**config.mk**
```make
export PLATFORM = sky130hd
export DESIGN_NAME = sgs_fifo
export DESIGN_NICKNAME = d
export VERILOG_FILES = /design/src/rtl/sgs_fifo.sv
export SDC_FILE = /design/constraint.sdc
export NUM_CORES = 1
export LEC_CHECK = 0
export ABC_AREA = 1
export BUFFER_PORTS_ARGS = -buffer_cell sky130_fd_sc_hd__buf_2
export CAP_MARGIN = 10
export CORE_MARGIN = 1
export CORE_UTILIZATION = 45
export DETAILED_ROUTE_END_ITERATION = 10
export PLACE_DENSITY = 0.81
export SLEW_MARGIN = 20
export SYNTH_ARGS = -nofsm -noshare
export SYNTH_HDL_FRONTEND = slang
export SYNTH_SLANG_ARGS = --single-unit
```
**constraint.sdc**
```tcl
create_clock -name clk -period 2.9 [get_ports clk]
set_clock_uncertainty 0.05 [all_clocks]
set_input_delay 0.58 -clock clk [delete_from_list [all_inputs] [get_ports clk]]
set_output_delay 0.58 -clock clk [all_outputs]
set_load 0.005 [all_outputs]
```
**src/rtl/sgs_fifo.sv**
```systemverilog
module sgs_fifo #(
    parameter int WIDTH = 8,
    parameter int DEPTH = 2
) (
    input  logic             clk,
    input  logic             rst_n,
    input  logic             push,
    input  logic [WIDTH-1:0] push_data,
    output logic             full,
    input  logic             pop,
    output logic [WIDTH-1:0] pop_data,
    output logic             empty
);

    localparam int PW = (DEPTH > 1) ? $clog2(DEPTH) : 1;
    localparam int CW = $clog2(DEPTH + 1);

    logic [WIDTH-1:0] store_reg [DEPTH];
    logic [PW-1:0]    wr_ptr_reg;
    logic [PW-1:0]    rd_ptr_reg;
    logic [CW-1:0]    count_reg;
    logic [PW-1:0]    wr_ptr_next;
    logic [PW-1:0]    rd_ptr_next;
    logic             do_push;
    logic             do_pop;

    assign full     = (count_reg == CW'(DEPTH));
    assign empty    = (count_reg == '0);
    assign do_push  = push && !full;
    assign do_pop   = pop && !empty;
    assign pop_data = store_reg[rd_ptr_reg];

    // Pointers wrap at the queue depth.
    always_comb
    begin
        wr_ptr_next = (wr_ptr_reg == PW'(DEPTH - 1)) ? '0 : PW'(wr_ptr_reg + 1'b1);
        rd_ptr_next = (rd_ptr_reg == PW'(DEPTH - 1)) ? '0 : PW'(rd_ptr_reg + 1'b1);
    end

    // Storage needs no reset.
    always_ff @(posedge clk)
    begin
        if (do_push)
        begin
            store_reg[wr_ptr_reg] <= push_data;
        end
    end

    // Pointers and fill count.
    always_ff @(posedge clk or negedge rst_n)
    begin
        if (!rst_n)
        begin
            wr_ptr_reg <= '0;
            rd_ptr_reg <= '0;
            count_reg  <= '0;
        end
        else
        begin
            if (do_push)
            begin
                wr_ptr_reg <= wr_ptr_next;
            end
            if (do_pop)
            begin
                rd_ptr_reg <= rd_ptr_next;
            end
            if (do_push && !do_pop)
            begin
                count_reg <= CW'(count_reg + 1'b1);
            end
            else if (do_pop && !do_push)
            begin
                count_reg <= CW'(count_reg - 1'b1);
            end
        end
    end

endmodule

```
==> impl_results.md, run 1 <==
- Worst reg2reg setup slack: 1270 ps
- Tmin final: roughly 1900 ps
- CP Max Fanout: 10
- Slew @ Worst Pin: 702 ps
- Final Cycle Share: 65.1%
- Reg2Reg Launch Point: count_reg[0]
- Mean Syn Cell Area: 11.1 um2
- Rows: 14
- Pin count of the biggest net entering global routing: 12
- Top_reg_cell synth: edfxtp_1
- Syn_nets: 86
- Post-CTS setup buffer count: 0
- Setup CP Type: reg -> out
- Post-DP HPWL: 1030 um
- Leakage Power: 0.460 nW
- Num CTS Buffers: 3
- DRT Wirelength: approximately 1400 um
- Most frequent cell after synthesis: nand2_1
- Leading area contributor after synthesis: edfxtp_1
- Inserted Diodes: 0
- Total Power: 0.000898 W
- Clk pwr share: 14.9%
- Max Freq: 530 MHz
- Number of global-route vias before repair: approximately 530
- Via Count: between 500 and 600
- Hold_buf cts: 0
- Crit Reg-Reg Endpoint: store_reg[1][6]
- RSZ-0062 raised after global routing: false
- YS warnings: 0
- Grt ovf: 0
- Async SR Flop Fraction: 20.0%
- Total global-route track usage: 17.6%
- Initial DRC count: 10
- Routed len/inst: 11.5 um
- Fill cell count: between 100 and 150
- Root buffer cell: clkbuf_4
- # port buffers: 21
- Clock buffer depth: 2
- Die H: between 40 and 50 um
- First-pass GRT wire length: between 2000 and 2500 um
- Combinational share of power: 34.0%
- Clock slew at reported path FFs: 100 ps
- Resized cells post-CTS: 0
- Max Cap Viol: 0
- RD Place Congestion: 0.731
- Vias/cell: 4.55
- P&R area growth vs syn: 19.3%
- Post-route ant nets: 0
- Net Sw Power: 0.000324 W
- H-tree depth: 1
- Sequential share of the synthesized area: 71.7%
- Synth area leaders: edfxtp_1, nand2_1, dfrtp_1, inv_1, ha_1
- Sw frac: a little over a third
- Die extent in x: 44.4 um
- Register-to-Register Path Depth: 2
- Post-Synthesis Cell Area: 810 um2
- Final setup vio count: 0
- Crit end category: output port
- # IOs: 22
- Nature of the critical path startpoint: register
- Final Hold Viols: 0
- Initial antenna violation count: 0
- Worst hold path type: in -> async
- Max reg flops: 16
- Post-synth EDFFs: 16
- Syn Inst Count: 73
- Int Pwr: 0.000575 W
- Setup TNS: 0 ps
- Setup crit start: rd_ptr_reg
- Drt pass-1 iters: 4
- IR drop worst, VDD: 519 uV
- Top cell type's share of synthesized area: 59.4%
- Post-synthesis cell type count: 14
- # nets final: 111
- Post-synth top cells: nand2_1, edfxtp_1, inv_1
- Yosys reg bits: 20
- CP arrival: 1260 ps
- Max Slew Vio Count: 0
- Starting Density: 50.8%
- Remaining DRCs: 0
- Outcome: completed
- Clk Latency, worst-skew pair: 290 ps
- Core Area: 0.00159 mm2
- Fraction of layout cells with a size suffix above 1: 27.8%
- CTS tree: done
- Clock sink count: 20
- Power Density: 930 mW/mm2
- Relative slew slack: 53.0%
- Req. time, crit path: 2270 ps
- Die area: 0.00197 mm2
- Part of the power in registers: 51.1%
==> power groups by stage <==
stage                     clock network [W]  logic (W)  registers [W]
after floorplan                           0   0.000215       0.000433
after global placement                    0   0.000291       0.000456
after detailed placement                  0   0.000311       0.000463
after CTS                          0.000133   0.000310       0.000458
after global routing               0.000147   0.000354       0.000471
final                              0.000134   0.000306       0.000459
==> final cells by class <==
type	instances	area (um2)	area share (%)
Tap cell	24	30.0	3.11
Clock buffer	3	22.5	2.33
Sequential cell	20	581	60.1
Multi-Input combinational cell	44	194	20.1
Clock inverter	1	3.75	0.389
Inverter	8	30.0	3.11
Timing Repair Buffer	21	105	10.9
==> how the worst max path moves through the flow <==
stage                       to  slack, ps  depth (start not counted)
6_report           pop_data[4]       1010                          4
2_1_floorplan  store_reg[1][0]       1430                          2
4_1_cts            pop_data[2]       1000                          4
3_5_place_dp   store_reg[1][2]       1140                          3
3_3_place_gp   store_reg[1][2]       1230                          3
5_1_grt            pop_data[7]        880                          4
==> cells by family after synthesis <==
kind of cell               after synthesis  synth area share, %
AOI/OAI and AO/OA                        2                 1.24
DFF                                     20                 71.7
adders and majority gates                1                 1.55
buffers and inverters                    9                 4.33
xor gates and xnor gates                 1                 1.08
and+or+nand+nor                         40                 20.1
==> critical path, cell delays in order (launching register included) <==
cell	delay [ps]
dfrtp_1	560
inv_2	150
nand2_1	90
nand2_1	50
buf_2	120
==> stage by stage <==
| step | std cells | instance area [um2] | util [%] | hold slack, ps | setup WS [ps] |
|---|---|---|---|---|---|
| after global placement | 117 | 940 | 58.9 | 342 | 1230 |
| after CTS | 121 | 966 | 60.6 | 18.9 | 1000 |
| after global routing | 121 | 966 | 60.6 | 11.8 | 881 |
| after detailed placement | 117 | 940 | 58.9 | 345 | 1140 |
| after floorplan | 73 | 810 | - | 234 | 1430 |
| final | 121 | 966 | 60.6 | 23.9 | 1010 |
==> metal layers <==
metal | vias to the layer above | track usage, % | routed length (um)
met5 | - | 0 | 0
met4 | 0 | 12.7 | 15
met3 | 2 | 4.90 | 39
met2 | 15 | 26.8 | 716
met1 | 250 | 21.4 | 621
li1 | 284 | - | -
==> placed cells by master (no fill, tap or decap), drive strengths merged <==
cell	count
buf	21
clkbuf	3
clkinv	1
dfrtp	4
edfxtp	16
ha	1
inv	8
nand2	33
nand3	1
nand3b	1
nand4	1
nor2	4
o21ai	2
xnor2	1
(Power assumes the default switching activity.)
==> inputs of run 2 (changes only) <==
==> constraint.sdc (replaced) <==
create_clock -name clk -period 1.8 [get_ports clk]
set_clock_uncertainty 0.05 [all_clocks]
set_input_delay 0.36 -clock clk [delete_from_list [all_inputs] [get_ports clk]]
set_output_delay 0.36 -clock clk [all_outputs]
set_load 0.005 [all_outputs]
==> run 2 against run 1 <==
  * Clock power grew 52%
  * Hold slack gained 180 ps
  * Combinational power grew 61%
  * Clock-buffer cell count is the same
  * Power grew 59%
  * Sequential cell count is the same
  * Sequential share of layout area shrank 1.1 points
==> impl_results.md, run 2 (synthesis gave the netlist of run 1 again) <==
- Final Cycle Share: between 90% and 100%
- Hold wc startpoint: push_data[4]
- Register-to-Register Path Depth: 6
- DRT Wirelength: 1300 um
- Tmin final: 1650 ps
- Via Count: approximately 560
- Die H: around 44 um
- Starting Density: 50.8%
- CP Max Fanout: 10
- Die extent in x: 44.4 um
- Reg2Reg Launch Point: count_reg[0]
- Crit end category: output port
- Hold Crit Depth: 1
- Drt pass-1 iters: 2
- Post-DP HPWL: 999 um
- Clock buffer depth: 2
- IR drop worst, VDD: between 800 and 900 uV
- Max reg flops: 16
- Req. time, crit path: 1390 ps
- Outcome: completed
- CP arrival: 1240 ps
- Final Hold Viols: 0
- Slew @ Worst Pin: approximately 350 ps
- Fraction of layout cells with a size suffix above 1: 28.3%
- Post-route ant nets: 0
- Leakage Power: between 0.4 and 0.5 nW
- Nature of the critical path startpoint: register
- # port buffers: 21
- Worst reg2reg setup slack: 370 ps
- Max Cap Viol: 0
- Crit Reg-Reg Endpoint: count_reg[1]
- Post-Layout Cell Count: 123
- Vias/cell: around 4.5
- Grt ovf: 0
- Relative slew slack: between 70% and 80%
- Routed len/inst: 10.6 um
- # IOs: 22
- Rows: 14
- # nets final: 113
- First-pass GRT wire length: 2110 um
- RD Place Congestion: just over 0.7
- Setup CP Type: reg -> out
- Total global-route track usage: 15.6%
- Worst hold path type: in -> reg
- Initial antenna violation count: 0
- Root buffer cell: clkbuf_4
- Clk Latency, worst-skew pair: slightly below 300 ps
- Die area: 0.00197 mm2
- Placed cell count: around 120
- Inserted Diodes: 0
- RSZ-0062 raised after global routing: false
- Initial DRC count: 6
- Power Density: ~1500 mW/mm2
- Pin count of the biggest net entering global routing: 12
- Final setup vio count: 0
- P&R area growth vs syn: 21.5%
- Setup TNS: 0 ps
- Remaining DRCs: 0
- Core Area: 0.00159 mm2
- Commonest non-fill, non-tap cell in the layout: nand2_1
- Num CTS Buffers: 3
- Max Slew Vio Count: 0
- Hold EP: store_reg[0][4]
- Number of global-route vias before repair: 487
- Max Freq: 608 MHz
- Most frequent cells in the layout: nand2_1, buf_2, edfxtp_1
- H-tree depth: 1
- CTS tree: done
- Clock sink count: 20
- Clock slew at reported path FFs: 100 ps
==> run 2: cell types whose count changed in the layout (fill, tap and decap cells not counted), sizes merged <==
cell,change
buf,+1
dlygate4sd3,+1
==> run 2: worst max path at each step <==
stage / slack, ps / from / to
2_1_floorplan: 430 / count_reg[1] / store_reg[1][0]
3_3_place_gp: 370 / count_reg[0] / count_reg[1]
4_1_cts: 120 / rd_ptr_reg / pop_data[1]
3_5_place_dp: 360 / count_reg[0] / count_reg[1]
5_1_grt: 40 / rd_ptr_reg / pop_data[4]
6_report: 150 / rd_ptr_reg / pop_data[1]
==> run 2: final cells by class <==
| cell class | instances | area (um2) |
|---|---|---|
| clock buffer | 3 | 22.5 |
| multi-input combinational | 44 | 194 |
| inverter | 8 | 30.0 |
| sequential | 20 | 581 |
| timing repair buffer | 23 | 123 |
| tap | 24 | 30.0 |
| fill | 129 | 611 |
| clock inverter | 1 | 3.75 |
==> run 2: critical path, stage by stage (launching register included) <==
cell     delay (ps)
dfrtp_1         550
inv_2           150
nand2_1          90
nand2_1          40
buf_2           120
==> run 2: metrics by stage <==
| step | hold WS, ps | setup slack, ps | area [um2] | total power, W | util [%] |
|---|---|---|---|---|---|
| 6_report | 201 | 154 | 983 | 0.00143 | 61.7 |
| 5_1_grt | 178 | 43.8 | 983 | 0.00155 | 61.7 |
| 4_1_cts | 189 | 123 | 983 | 0.00146 | 61.7 |
| 3_5_place_dp | 126 | 364 | 947 | 0.00125 | 59.4 |
| 3_3_place_gp | 124 | 372 | 947 | 0.00122 | 59.4 |
| 2_1_floorplan | 14.4 | 428 | 810 | 0.00104 | - |
==> run 2: what timing repair did <==
| action | CTS | global route |
|---|---|---|
| endpoints found under the hold margin | 4 | 0 |
| gates resized for setup | 0 | 0 |
| buffers inserted | 0 | 0 |
| hold buffers | 1 | 0 |
==> run 2: report_power, final <==
group / switching, W / internal (W) / leakage, nW
Clock: 0.000123 / 0.0000805 / 0.0154
Combinational: 0.000281 / 0.000212 / 0.257
Sequential: 0.0000907 / 0.000643 / 0.197
Total: 0.000495 / 0.000936 / 0.469
==> run 2: per-layer routing <==
metal	vias to the layer above	global-route usage [%]	routed length, um
met5	-	0	0
met4	0	7.27	9
met3	2	3.67	40
met2	11	26.8	713
met1	256	18.6	536
li1	288	-	-
==> inputs of run 3 (changes only) <==
--- a/config.mk
+++ b/config.mk
@@ -9,9 +9,9 @@
 export BUFFER_PORTS_ARGS = -buffer_cell sky130_fd_sc_hd__buf_2
 export CAP_MARGIN = 10
 export CORE_MARGIN = 1
-export CORE_UTILIZATION = 45
+export CORE_UTILIZATION = 49
 export DETAILED_ROUTE_END_ITERATION = 10
-export PLACE_DENSITY = 0.81
+export PLACE_DENSITY = 0.86
 export SLEW_MARGIN = 20
 export SYNTH_ARGS = -nofsm -noshare
 export SYNTH_HDL_FRONTEND = slang
==> run 3 against run 2 <==
  * Sequential share of layout area increased by 0.61 points
  * Critical endpoint is now pop_data[7]
  * Register-to-register slack got worse by 50 ps
  * Final cell count decreased by 6.5%
==> impl_results.md, run 3 (synthesis gave the netlist of run 1 again) <==
- Outcome: completed
- Clock slew at reported path FFs: 100 ps
- GR peak layer: met2
- First-pass GRT wire length: roughly 2400 um
- CP delay by family, top: flip-flops
- Commonest non-fill, non-tap cell in the layout: nand2_1
- RSZ-0062 raised after global routing: false
- Via Count: 580
- Relative slew slack: 77.6%
- CTS tree: done
- Drt pass-1 iters: 4
- Num CTS Buffers: 3
- Core Area: approximately 0.0015 mm2
- Final Hold Viols: 0
- CP arrival: ~1300 ps
- Pin count of the biggest net entering global routing: 12
- Tmin final: roughly 1700 ps
- Max Freq: approximately 600 MHz
- Grt ovf: 0
- Met2 Resource Use GR: 31.8%
- Most frequent cells in the layout: nand2_1, buf_2, edfxtp_1
- Final Cycle Share: 92.7%
- Post-route ant nets: 0
- Worst hold path type: in -> reg
- Total global-route track usage: 18.5%
- Routed len/inst: 11.9 um
- Leakage Power: 0.469 nW
- Max reg flops: 16
- Crit end category: output port
- Die H: approximately 43 um
- Nature of the critical path startpoint: register
- Critical Path Most Common Cell: nand2_1
- Worst hold slack: 203 ps
- Fin util: 63.9%
- Grt met3 use: approximately 5.6%
- Critical Path Max Stage Delay: about 550 ps
- Buf+Inv Stages, Crit Path: 2
- Final setup vio count: 0
- Req. time, crit path: about 1400 ps
- CP Max Fanout: 10
- # port buffers: 21
- Die extent in x: 42.6 um
- Initial antenna violation count: 0
- Setup TNS: 0 ps
- Rows: 14
- Root buffer cell: clkbuf_4
- P&R area growth vs syn: 20.2%
- RD Place Congestion: 0.794
- Inserted Diodes: 0
- Remaining DRCs: 0
- Number of global-route vias before repair: around 560
- Clock buffer depth: 2
- Setup CP Type: reg -> out
- Slowest-stage cell, CP: dfrtp_1
- IR drop worst, VDD: 776 uV
- Fraction of layout cells with a size suffix above 1: 28.3%
- Met1 Use GR: 20.4%
- Vias/cell: around 5
- Clock sink count: 20
- Power Density: 1490 mW/mm2
- Max Slew Vio Count: 0
- # nets final: 113
- H-tree depth: 1
- # IOs: 22
- Clk Latency, worst-skew pair: approximately 290 ps
- Post-DP HPWL: 1080 um
- Slew @ Worst Pin: ~340 ps
- Starting Density: 53.1%
- Max Cap Viol: 0
- DRT Wirelength: about 1400 um
- Die area: 0.00182 mm2
- Cells along the critical path: inv_2 -> nand2_1 -> nand2_1 -> buf_2
- Initial DRC count: 10
==> run 3: changes by cell type in the layout (fill, tap and decap cells not counted) <==
cell	previous run	this run
clkinv_1	1	0
clkbuf_1	0	1
==> run 3: cell type report <==
cell class / instances / area (um2)
sequential: 20 / 581
timing repair buffer: 23 / 123
fill: 125 / 551
multi-input combinational: 44 / 194
tap: 16 / 20.0
inverter: 8 / 30.0
clock buffer: 4 / 26.3
==> run 3: metal layers <==
| layer | wire, um | vias to the layer above | part of all wire [%] |
|---|---|---|---|
| met5 | 0 | - | 0 |
| met4 | 32 | 0 | 2.3 |
| met3 | 45 | 4 | 3.3 |
| met2 | 758 | 15 | 55 |
| met1 | 535 | 270 | 39 |
| li1 | - | 291 | - |
==> run 3: what timing repair did <==
item | 4_1_cts | 5_1_grt
resized for setup | 0 | 0
buffers inserted | 0 | 0
hold buffers | 1 | 0
hold endpoints to repair | 4 | 0
==> run 3: through the flow <==
| step | setup WS [ps] | power, W | cells | area (um2) |
|---|---|---|---|---|
| final | 131 | 0.00145 | 115 | 973 |
| after global routing | 6.22 | 0.00158 | 115 | 973 |
| after CTS | 120 | 0.00147 | 115 | 973 |
| after detailed placement | 333 | 0.00126 | 110 | 937 |
| after global placement | 360 | 0.00122 | 110 | 937 |
| after floorplan | 428 | 0.00104 | 73 | 810 |
==> run 3: where the power goes <==
group	internal (W)	switching, W	leakage [nW]	total [W]
logic	0.000212	0.000293	0.257	0.000506
registers	0.000643	0.0000919	0.197	0.000734
clock network	0.0000861	0.000124	0.0150	0.000210
total	0.000941	0.000509	0.469	0.00145
==> run 3: path summary, 6_finish.rpt <==
check                        startpoint              end  slack [ps]  depth (start not counted)
setup / recovery             rd_ptr_reg      pop_data[7]         130                          4
hold / removal             push_data[1]  store_reg[1][1]         200                          1
hold reg to reg              wr_ptr_reg       wr_ptr_reg         450                          2
max in group asynchronous         rst_n     count_reg[1]        1240                          2
min in group asynchronous         rst_n       wr_ptr_reg         340                          2
setup reg to reg           count_reg[0]     count_reg[1]         320                          6
