$ cat config.mk
export PLATFORM = sky130hd
export DESIGN_NAME = sgs_front
export DESIGN_NICKNAME = d
export VERILOG_FILES = /design/src/rtl/sgs_pkg.sv /design/src/rtl/sgs_front.sv
export SDC_FILE = /design/constraint.sdc
export NUM_CORES = 1
export LEC_CHECK = 0
export ABC_AREA = 0
export CORE_AREA = 2 2 75 95
export CTS_BUF_LIST = sky130_fd_sc_hd__clkbuf_4
export CTS_CLUSTER_DIAMETER = 50
export DETAILED_ROUTE_END_ITERATION = 8
export DIE_AREA = 0 0 77 97
export DONT_BUFFER_PORTS = 1
export PLACE_DENSITY = 0.6
export RECOVER_POWER = 50
export SLEW_MARGIN = 20
export SYNTH_ARGS = -nofsm -noshare
export SYNTH_HDL_FRONTEND = slang
export SYNTH_SLANG_ARGS = --single-unit
$ cat constraint.sdc
create_clock -name clk -period 5.5 [get_ports clk]
set_input_delay 1.65 -clock clk [delete_from_list [all_inputs] [get_ports clk]]
set_output_delay 1.65 -clock clk [all_outputs]
set_load 0.1 [all_outputs]
$ cat src/rtl/sgs_pkg.sv
package sgs_pkg;

    // Field and register widths of the block's ports.
    localparam int PIX_W       = 8;
    localparam int GRAD_W      = 10;
    localparam int FW_W        = 11;
    localparam int FH_W        = 12;
    localparam int CFG_DATA_W  = 12;
    localparam int CFG_INDEX_W = 1;

    // Configuration register indexes.
    localparam logic [CFG_INDEX_W-1:0] REG_FRAME_WIDTH  = 1'd0;
    localparam logic [CFG_INDEX_W-1:0] REG_FRAME_HEIGHT = 1'd1;

    // Register values after reset.
    localparam logic [FW_W-1:0] FRAME_WIDTH_RESET  = 11'd640;
    localparam logic [FH_W-1:0] FRAME_HEIGHT_RESET = 12'd480;

    // Line store depth default, window size and pixel depth in use.
    localparam int DEFAULT_MAX_WIDTH = 2048;
    localparam int KERNEL_SIZE       = 3;
    localparam int PIXEL_BITS        = 8;
    localparam logic [PIX_W-1:0] PIXEL_MASK = PIX_W'((32'd1 << PIXEL_BITS) - 32'd1);

    // Largest gradient magnitude that the result fields carry.
    localparam logic [GRAD_W-1:0] GRAD_MAX = 10'd1023;

    // Queue depths between front and back, and on the result side.
    localparam int MID_DEPTH = 2;
    localparam int OUT_DEPTH = 4;

    // What the front part decides for one request.
    typedef struct packed {
        logic [PIX_W-1:0] data;   // pixel value, zero for pad slots
        logic             emit;   // the request produces a result
        logic             calc;   // the result is an interior pixel
        logic             last;   // final result of the frame
    } item_flags_t;

    // One result as it waits in the output queue.
    typedef struct packed {
        logic [GRAD_W-1:0] grad_x;
        logic [GRAD_W-1:0] grad_y;
        logic              frame_end;
    } result_t;

endpackage

$ cat src/rtl/sgs_front.sv
module sgs_front #(
    parameter int MAX_WIDTH = sgs_pkg::DEFAULT_MAX_WIDTH,
    parameter int AW        = $clog2(sgs_pkg::DEFAULT_MAX_WIDTH)
) (
    input  logic                             clk,
    input  logic                             rst_n,
    input  logic                             cfg_write,
    input  logic [sgs_pkg::CFG_INDEX_W-1:0]  cfg_index,
    input  logic [sgs_pkg::CFG_DATA_W-1:0]   cfg_data,
    input  logic                             accept,
    input  logic                             kind,
    input  logic [sgs_pkg::PIX_W-1:0]        pixel,
    output logic [AW-1:0]                    addr,
    output sgs_pkg::item_flags_t             flags
);

    import sgs_pkg::*;

    logic [FW_W-1:0] frame_width_reg;
    logic [FH_W-1:0] frame_height_reg;
    logic [FW_W-1:0] col_pos_reg;
    logic [FH_W-1:0] row_pos_reg;
    logic [FW_W-1:0] col_pos_next;
    logic [FH_W-1:0] row_pos_next;
    logic            row_done;
    logic            frame_done;
    logic            pad;

    // Classify the slot at the current raster position.
    always_comb
    begin
        row_done   = (col_pos_reg >= frame_width_reg);
        frame_done = (row_pos_reg >= frame_height_reg);
        pad        = row_done || frame_done;
        flags.data = (kind || pad) ? '0 : (pixel & PIXEL_MASK);
        flags.emit = (row_pos_reg != '0) && (col_pos_reg != '0);
        flags.calc = (row_pos_reg >= FH_W'(2)) && !frame_done &&
                     (col_pos_reg >= FW_W'(2)) && !row_done;
        flags.last = row_done && frame_done;
    end

    // Line store column, held at the last entry beyond the store's width.
    always_comb
    begin
        if (int'(col_pos_reg) >= MAX_WIDTH - 1)
        begin
            addr = AW'(MAX_WIDTH - 1);
        end
        else
        begin
            addr = AW'(col_pos_reg);
        end
    end

    // Raster position after this slot.
    always_comb
    begin
        col_pos_next = FW_W'(col_pos_reg + 1'b1);
        row_pos_next = row_pos_reg;
        if (row_done)
        begin
            col_pos_next = '0;
            row_pos_next = frame_done ? '0 : FH_W'(row_pos_reg + 1'b1);
        end
    end

    // Position counters and configuration registers.
    always_ff @(posedge clk or negedge rst_n)
    begin
        if (!rst_n)
        begin
            col_pos_reg      <= '0;
            row_pos_reg      <= '0;
            frame_width_reg  <= FRAME_WIDTH_RESET;
            frame_height_reg <= FRAME_HEIGHT_RESET;
        end
        else
        begin
            if (accept)
            begin
                col_pos_reg <= col_pos_next;
                row_pos_reg <= row_pos_next;
            end
            if (cfg_write)
            begin
                case (cfg_index)
                    REG_FRAME_WIDTH:  frame_width_reg  <= cfg_data[FW_W-1:0];
                    REG_FRAME_HEIGHT: frame_height_reg <= cfg_data[FH_W-1:0];
                    default:          ;
                endcase
            end
        end
    end

endmodule

==> results.toml, run 1 <==
[clock_tree]
post_cts_buffers = 0
cts_hold_buf = 0
clk_latency_ns = 0.36
cts_root_buf = "clkbuf_4"
clockBufferDepth = 2
cts_resized = 0
numCtsBuffers = 5
clock_sinks = 46
clk_pin_slew_ns = 0.14
cts_tree = "built"
cts_max_level = 2

[timing]
tns_ns = 0
rsz0062_at_grt = "no"
fmax_mhz = 218.7
worstMarginPinSlew_ns = 0.9481
skew_ns = 0.008299
setup_viol = 0
finalCritPeriodShare = 0.8314
drv_slew = 0
relSlewSlack = 0.3686
hold_viol_final = 0
hold_ws_ns = 0.5243
finalCriticalPeriod_ns = 4.573

[die]
die_h_um = 97
initial_utilization = 0.4407
ioPinCount = 48
row_count = 33
die_area_sq_um = 7469
core-area_sq_um = 6524
die_w_um = 77

[logic_synthesis]
synthCells = 304
synthesis.nets = 359
yosysMostFrequentCell = "dfrtp_1"
synth_top_area_frac = 0.3481
async_flop_share = 1.000
ys_seq_area_frac = 0.4030
ys_ff_latch = 46
avgSynthCellArea_sq_um = 9.458
yosys.area.top_type = "dfrtp_1"
synth_flop_cell = "dfrtp_1"
synthTopCellsByArea = "dfrtp_1 (35%), ha_1 (13%), dfstp_2 (5.5%)"
ys_warn_count = 0
synthTopCellsByCount = "dfrtp_1 (40), ha_1 (29), inv_1 (27)"
syn_area_sq_um = 2875
synth_enable_flop_cells = 0
ys_types = 43

[power]
finalPower_mw = 1.173
p_per_area_nw_per_um2 = 374.8
ir_drop_uv = 399.7
leakage_nw = 1.492

[grt]
grt_overflow_total = 0
track_usage = 0.1830
grt_pass1_wl_um = 10790
grt_pass1_vias = 2225
antenna_found_initial = 0
grt_start_max_net_pins = 47

[drt]
dr.pass1.iters = 4
vias = 2174
route.detailed.drc = 0
drt_iter0_markers = 64
wire_per_inst_um = 15.74
drt-total-wl_um = 6345
drtAntennaViolNets = 0
vias_per_cell = 5.395

[layout]
antenna_cells = 0
area_growth_pct = 8.834
drive_above_1_share = 0.1804
fillers = 675
nets = 370

[worst_setup_path]
cp-start-kind = "register"
cp-end-kind = "output pin"
critical_path_class = "register to output pin"
crit_fanout = 17
cp.required_ns = 3.85
r2r_slack_ns = 2.89
crit_arrival_ns = 2.92

[job]
max_cap_viol_count = 0

[placed_design]
dp_hpwl_um = 4923
place_congestion = 0.7405
port_buffers = 0

[run_status]
outcome = "finished clean"

[hold_path]
hold_class = "register to register"
-- final timing paths --
kind / start / end / cells past startpoint
max: row_pos_reg[4] / flags[7] / 9
min: frame_height_reg[1] / frame_height_reg[1] / 1
max reg2reg: col_pos_reg[4] / row_pos_reg[10] / 8
min reg2reg: frame_height_reg[1] / frame_height_reg[1] / 1
max in group asynchronous: rst_n / frame_height_reg[8] / 0
min in group asynchronous: rst_n / frame_height_reg[11] / 0
-- per-layer routing --
layer,share of wire,vias up,global-route usage
met5,0,-,0
met4,0.015,0,0.05082
met3,0.026,9,0.03265
met2,0.54,28,0.3401
met1,0.41,1062,0.2132
li1,-,1075,-
-- placed cells by master (no fill, tap or decap), drive strengths merged, types with 6 or more instances in the layout --
cell type | netlist | layout
dfrtp | 40 | 40
ha | 29 | 29
inv | 27 | 27
nand2 | 27 | 27
nor2 | 22 | 22
buf | 2 | 20
o21ai | 15 | 15
mux2 | 13 | 13
nand3 | 12 | 12
and2 | 10 | 10
and3 | 10 | 10
a21oi | 10 | 10
a221o | 9 | 9
nand4 | 8 | 8
nor3 | 7 | 7
dfstp | 6 | 6
clkbuf | 15 | 6
-- where the power goes --
group          internal (mW)  switching (mW)  leakage [nW]
sequential             0.395          0.0443         0.552
combinational          0.161           0.409         0.909
clock                 0.0499           0.114        0.0312
-- layout make-up --
cell class	count	area, sq um	area share
Timing Repair Buffer	21	153.9	0.04918
Clock inverter	3	21.27	0.006797
Clock buffer	5	37.54	0.01200
Multi-Input combinational cell	214	1548	0.4946
Inverter	27	101.3	0.03239
Sequential cell	46	1159	0.3703
Tap cell	87	108.9	0.03479
-- cell families after synthesis --
group,share of synthesized area
simple gates,0.2093
compound gates,0.1175
flops,0.4030
buf+inv,0.06136
fa+ha+maj,0.1262
mux,0.06136
xor+xnor,0.02132
-- stage by stage --
step,setup WS [ns],utilization,area [sq um],cells
final,0.9271,0.4797,3129,403
after detailed placement,1.343,0.4707,3070,395
after floorplan,1.029,-,2875,304
after CTS,0.9116,0.4797,3129,403
after global routing,0.6970,0.4797,3129,403
after global placement,1.367,0.4707,3070,395
-- critical path: stages, from the launching register on --
cell and delay [ns]:
dfrtp_1 0.48, ha_1 0.33, a21o_1 0.18, a21oi_1 0.14, o21ai_1 0.12, a2111oi_4 0.29, buf_4 0.27, nor3b_4 0.30
and2_1 0.17, buf_4 0.29
Power figures use the tool's default switching activity.
==> run 2: changes to the inputs <==
- ABC_AREA: 0 -> 1
- CORE_AREA: 2 2 75 95 -> 2 2 78 99
- DIE_AREA: 0 0 77 97 -> 0 0 80 101
- PLACE_DENSITY: 0.6 -> 0.61
- clock period: 5.5 -> 4.45 ns (I/O delays scaled with it)
==> run 2 against run 1 <==
Critical endpoint is now flags[4]. Sequential power grew 26%. Register-to-register slack lost 0.54 ns. Core utilization grew 0.92 points. Critical path type unchanged. Total power grew 51%. Via count grew 20%. Largest cell class unchanged.
==> results.toml, run 2 <==
[worst_setup_path]
path_cells = "inv_1 -> ha_1 -> nand2_2 -> inv_1 -> a21oi_1 -> nand2_1 -> a21oi_1 -> nand3_2 -> nor2_2 -> buf_12"
cp.required_ns = 3.12
endpoint = "flags[4]"
r2r_slack_ns = 2.35
crit_start = "frame_width_reg[9]"
reg2regPathDepth = 10
cp-start-kind = "register"
critical_path_class = "register to output pin"
crit_fanout = 8
crit_arrival_ns = 2.60
max_stage_delay_ns = 0.56
cp-end-kind = "output pin"
path_buf_inv = 3
worst-path-stages = 10
regToRegStartpoint = "frame_width_reg[9]"
slowest_stage = "dfstp_1"
critPathTopFamily = "simple AND/OR/NAND/NOR gates"
worstReg2RegEnd = "row_pos_reg[2]"

[placed_design]
dp_hpwl_um = 5459
port_buffers = 0
placed_area_sq_um = 3450
post-place-ws_ns = 0.9473
place_congestion = 0.7842

[timing]
hold_viol_final = 0
worstMarginPinSlew_ns = 0.6347
tns_ns = 0
setup_viol = 0
fmax_mhz = 254.3
drv_slew = 0
setup_ws_ns = 0.5173
finalCriticalPeriod_ns = 3.933
relSlewSlack = 0.5758
finalCritPeriodShare = 0.8838
rsz0062_at_grt = "no"
skew_ns = 0.02587

[clock_tree]
clk_pin_slew_ns = 0.16
cts_resized = 0
cts_tree = "built"
cts_hold_buf = 0
clock_sinks = 46
clk_latency_ns = 0.39
numCtsBuffers = 5
clockBufferDepth = 2
cts_max_level = 2
post_cts_buffers = 0
cts_root_buf = "clkbuf_4"

[drt]
dr.pass1.iters = 6
route.detailed.drc = 0
vias_per_cell = 4.824
drt-total-wl_um = 7038
drt_iter0_markers = 103
wire_per_inst_um = 13.06
drtAntennaViolNets = 0
vias = 2600

[layout]
area_growth_pct = 11.75
antenna_cells = 0
drive_above_1_share = 0.1365
nets = 501
mostFrequentLayoutCells = "nand2_1 (131), inv_1 (75), dfrtp_1 (40)"
postLayoutCellArea_sq_um = 3511
final_common_cell = "nand2_1"

[die]
die_area_sq_um = 8080
row_count = 35
core-area_sq_um = 7182
initial_utilization = 0.4375
die_h_um = 101
ioPinCount = 48
die_w_um = 80

[logic_synthesis]
ys_types = 32
syn_area_sq_um = 3142
yosysMostFrequentCell = "nand2_1"
synthTopCellsByCount = "nand2_1 (131), inv_1 (75), nor2_1 (48)"
ys_warn_count = 0
synthesis.nets = 490
avgSynthCellArea_sq_um = 7.222
synth_enable_flop_cells = 0
synth_top_area_frac = 0.3186
synth_flop_cell = "dfrtp_1"
ys_seq_area_frac = 0.3688
async_flop_share = 1.000
ys_ff_latch = 46
synthTopCellsByArea = "dfrtp_1 (32%), nand2_1 (16%), ha_1 (12%)"
yosys.area.top_type = "dfrtp_1"
synthCells = 435

[grt]
use_met2 = 0.3288
grt_util_met3 = 0.03315
track_usage = 0.1832
grt_use_met1 = 0.2191
grt_pass1_wl_um = 11480
antenna_found_initial = 0
grt_overflow_total = 0
gr-max-usage-layer = "met2"
grt_start_max_net_pins = 47
grt_pass1_vias = 2509

[power]
ir_drop_uv = 247.2
leakage_nw = 1.951
p_per_area_nw_per_um2 = 505.1

[hold_path]
hold_class = "register to register"

[run_status]
outcome = "finished clean"

[job]
max_cap_viol_count = 0
[run 2: changes by cell type after synthesis, sizes merged, moves of 4 or more]
cell   previous run  this run
nand2            27       135
inv              27        77
nor2             22        52
mux2             13         0
and2             10         0
and3             10         0
a221o             9         0
o21ai            15        24
xor2              4         9
nand3            12        16
nand4             8         4
nor2b             4         0
nor3              7         3
[run 2: logic make-up (layout without fill, tap and decap cells)]
family	Yosys count	in the layout	synth area share
AO/OA/AOI/OAI	37	37	0.06372
buffers and inverters	95	107	0.1223
XOR/XNOR	13	13	0.03624
AND/OR/NAND/NOR	215	215	0.2935
flip-flops	46	46	0.3688
adder cells (fa/ha/maj)	29	29	0.1155
[run 2: power by group]
part           internal, mW  total, mW  switching (mW)
sequential            0.489      0.555          0.0663
clock                0.0635      0.224           0.161
combinational         0.265      0.994           0.729
total                 0.817       1.77           0.956
[run 2: how the worst min path moves through the flow]
stage,startpoint,endpoint,depth (start not counted)
2_1_floorplan,frame_height_reg[10],frame_height_reg[10],2
3_3_place_gp,frame_width_reg[2],frame_width_reg[2],2
3_5_place_dp,frame_width_reg[3],frame_width_reg[3],2
4_1_cts,frame_width_reg[3],frame_width_reg[3],2
5_1_grt,frame_height_reg[6],frame_height_reg[6],2
6_report,frame_width_reg[3],frame_width_reg[3],2
[run 2: layout make-up]
cell class / count / area (sq um)
repair buffers: 22 / 265.3
inverters: 77 / 289.0
clock inverters: 3 / 23.77
clock buffers: 5 / 37.54
well taps: 92 / 115.1
multi-input cells: 294 / 1622
fillers: 718 / 3671
flip-flops and latches: 46 / 1159
[run 2: per-layer routing]
metal | wire (um) | part of all wire
met1 | 3018 | 0.43
met2 | 3727 | 0.53
met3 | 178 | 0.025
met4 | 113 | 0.016
met5 | 0 | 0
[run 2: metrics by stage]
stage            util  instances  total power [mW]  hold WS, ns
6_report       0.4889        539             1.773       0.5060
2_1_floorplan       -        435             1.346       0.4530
4_1_cts        0.4889        539             1.789       0.5127
3_3_place_gp   0.4803        531             1.542       0.4671
5_1_grt        0.4889        539             1.897       0.5305
3_5_place_dp   0.4803        531             1.562       0.4753
[run 2: tightest hold or removal path: cells and delay by family, from the launching register on]
| kind | cells | cell delay, ns |
|---|---|---|
| compound gates | 1 | 0.06 |
| flops | 1 | 0.38 |
| simple gates | 1 | 0.05 |
==> run 3: changes to the inputs <==
- PLACE_DENSITY: 0.61 -> unset
==> run 3 against run 2 <==
Combinational power is essentially flat. Fmax is essentially flat. Via count grew 0.69%. Sequential power is essentially flat. Non-clock buffer count is the same. Total power grew 2.9%. Critical path type unchanged. Clock power grew 23%.
==> results.toml, run 3 (synthesized netlist as in run 2, its figures left out) <==
[run_status]
outcome = "finished clean"

[timing]
finalCritPeriodShare = 0.8829
hold_viol_final = 0
drv_slew = 0
setup_ws_ns = 0.5210
relSlewSlack = 0.5788
tns_ns = 0
setup_viol = 0
worstMarginPinSlew_ns = 0.6302
rsz0062_at_grt = "no"
fmax_mhz = 254.5
skew_ns = 0.02043
hold_ws_ns = 0.5037
finalCriticalPeriod_ns = 3.929

[die]
die_w_um = 80
ioPinCount = 48
die_area_sq_um = 8080
initial_utilization = 0.4375
die_h_um = 101
row_count = 35
core-area_sq_um = 7182

[grt]
grt_overflow_total = 0
grt_start_max_net_pins = 47
antenna_found_initial = 0
grt_pass1_wl_um = 11570
grt_util_met3 = 0.03136
use_met2 = 0.3410
grt_pass1_vias = 2528
gr-max-usage-layer = "met2"
grt_use_met1 = 0.2084
track_usage = 0.1843

[hold_path]
hold_class = "register to register"
hold_start = "frame_height_reg[8]"
holdPathStages = 2
hold_end = "frame_height_reg[8]"

[power]
ir_drop_uv = 247.3
leakage_nw = 1.970
p_per_area_nw_per_um2 = 517.0
finalPower_mw = 1.824

[job]
max_cap_viol_count = 0

[drt]
route.detailed.drc = 0
vias_per_cell = 4.857
drt-total-wl_um = 7057
drt_iter0_markers = 120
vias = 2618
wire_per_inst_um = 13.09
dr.pass1.iters = 4
drtAntennaViolNets = 0

[clock_tree]
cts_root_buf = "clkbuf_4"
clk_latency_ns = 0.39
cts_tree = "built"
post_cts_buffers = 0
clk_pin_slew_ns = 0.17
cts_resized = 0
clock_sinks = 46
numCtsBuffers = 5
clockBufferDepth = 2
cts_max_level = 2
cts_hold_buf = 0

[layout]
drive_above_1_share = 0.1365
final_common_cell = "nand2_1"
fillers = 721
mostFrequentLayoutCells = "nand2_1 (132), inv_1 (75), dfrtp_1 (40)"
area_growth_pct = 12.31
antenna_cells = 0
nets = 501
postLayoutCellArea_sq_um = 3528

[worst_setup_path]
reg2regPathDepth = 10
critPathTopFamily = "simple AND/OR/NAND/NOR gates"
crit_top_cell = "nand2_1"
crit_arrival_ns = 2.59
max_stage_delay_ns = 0.56
regToRegStartpoint = "frame_width_reg[7]"
path_buf_inv = 2
cp-start-kind = "register"
crit_fanout = 8
path_cells = "inv_1 -> ha_1 -> a21oi_1 -> nand2_1 -> nand2_1 -> nand2_1 -> nor2_1 -> nand3_2 -> nor2_2 -> buf_12"
critical_path_class = "register to output pin"
cp.required_ns = 3.12
cp-end-kind = "output pin"
r2r_slack_ns = 2.36
worstReg2RegEnd = "row_pos_reg[11]"
slowest_stage = "dfstp_2"

[placed_design]
post-place-ws_ns = 0.9559
port_buffers = 0
placed_area_sq_um = 3450
place_congestion = 0.7609
dp_hpwl_um = 5422
## run 3: area by class of cell
cell class | instances | area, sq um | share of cell area
Sequential cell | 46 | 1159 | 0.3284
Clock buffer | 5 | 37.54 | 0.01064
Timing Repair Buffer | 22 | 265.3 | 0.07518
Tap cell | 92 | 115.1 | 0.03262
Clock inverter | 3 | 43.79 | 0.01241
Inverter | 77 | 289.0 | 0.08191
Multi-Input combinational cell | 294 | 1619 | 0.4589
## run 3: metrics by stage
stage                     cells    util
after floorplan             435       -
after global placement      531  0.4803
after detailed placement    531  0.4803
after CTS                   539  0.4916
after global routing        539  0.4913
final                       539  0.4913
## run 3: how the worst max path moves through the flow
stage	from	to	depth (start not counted)
final	frame_height_reg[7]	flags[6]	10
after detailed placement	frame_width_reg[9]	flags[6]	10
after global placement	frame_height_reg[5]	flags[8]	12
after floorplan	kind	flags[10]	3
after global routing	frame_height_reg[7]	flags[9]	12
after CTS	frame_width_reg[9]	flags[6]	10
## run 3: routing by layer
layer / share of wire / routed length [um] / vias up
li1: - / - / 1337
met1: 0.41 / 2890 / 1226
met2: 0.54 / 3784 / 40
met3: 0.026 / 182 / 15
met4: 0.028 / 199 / 0
met5: 0 / 0 / -
## run 3: power breakdown
part,switching [mW],internal (mW),leakage [nW]
clock,0.156,0.120,0.0456
combinational,0.730,0.264,1.34
sequential,0.0654,0.489,0.581
total,0.952,0.872,1.97
## run 3: worst register-to-register path, stage by stage, from the launching register on
cell,delay [ns]
dfstp_2,0.56
inv_1,0.04
ha_1,0.27
nand2_1,0.10
nor2_4,0.11
nand3_1,0.08
nand2_1,0.11
inv_2,0.06
a21oi_4,0.50
nand2_1,0.13
nand2_1,0.08
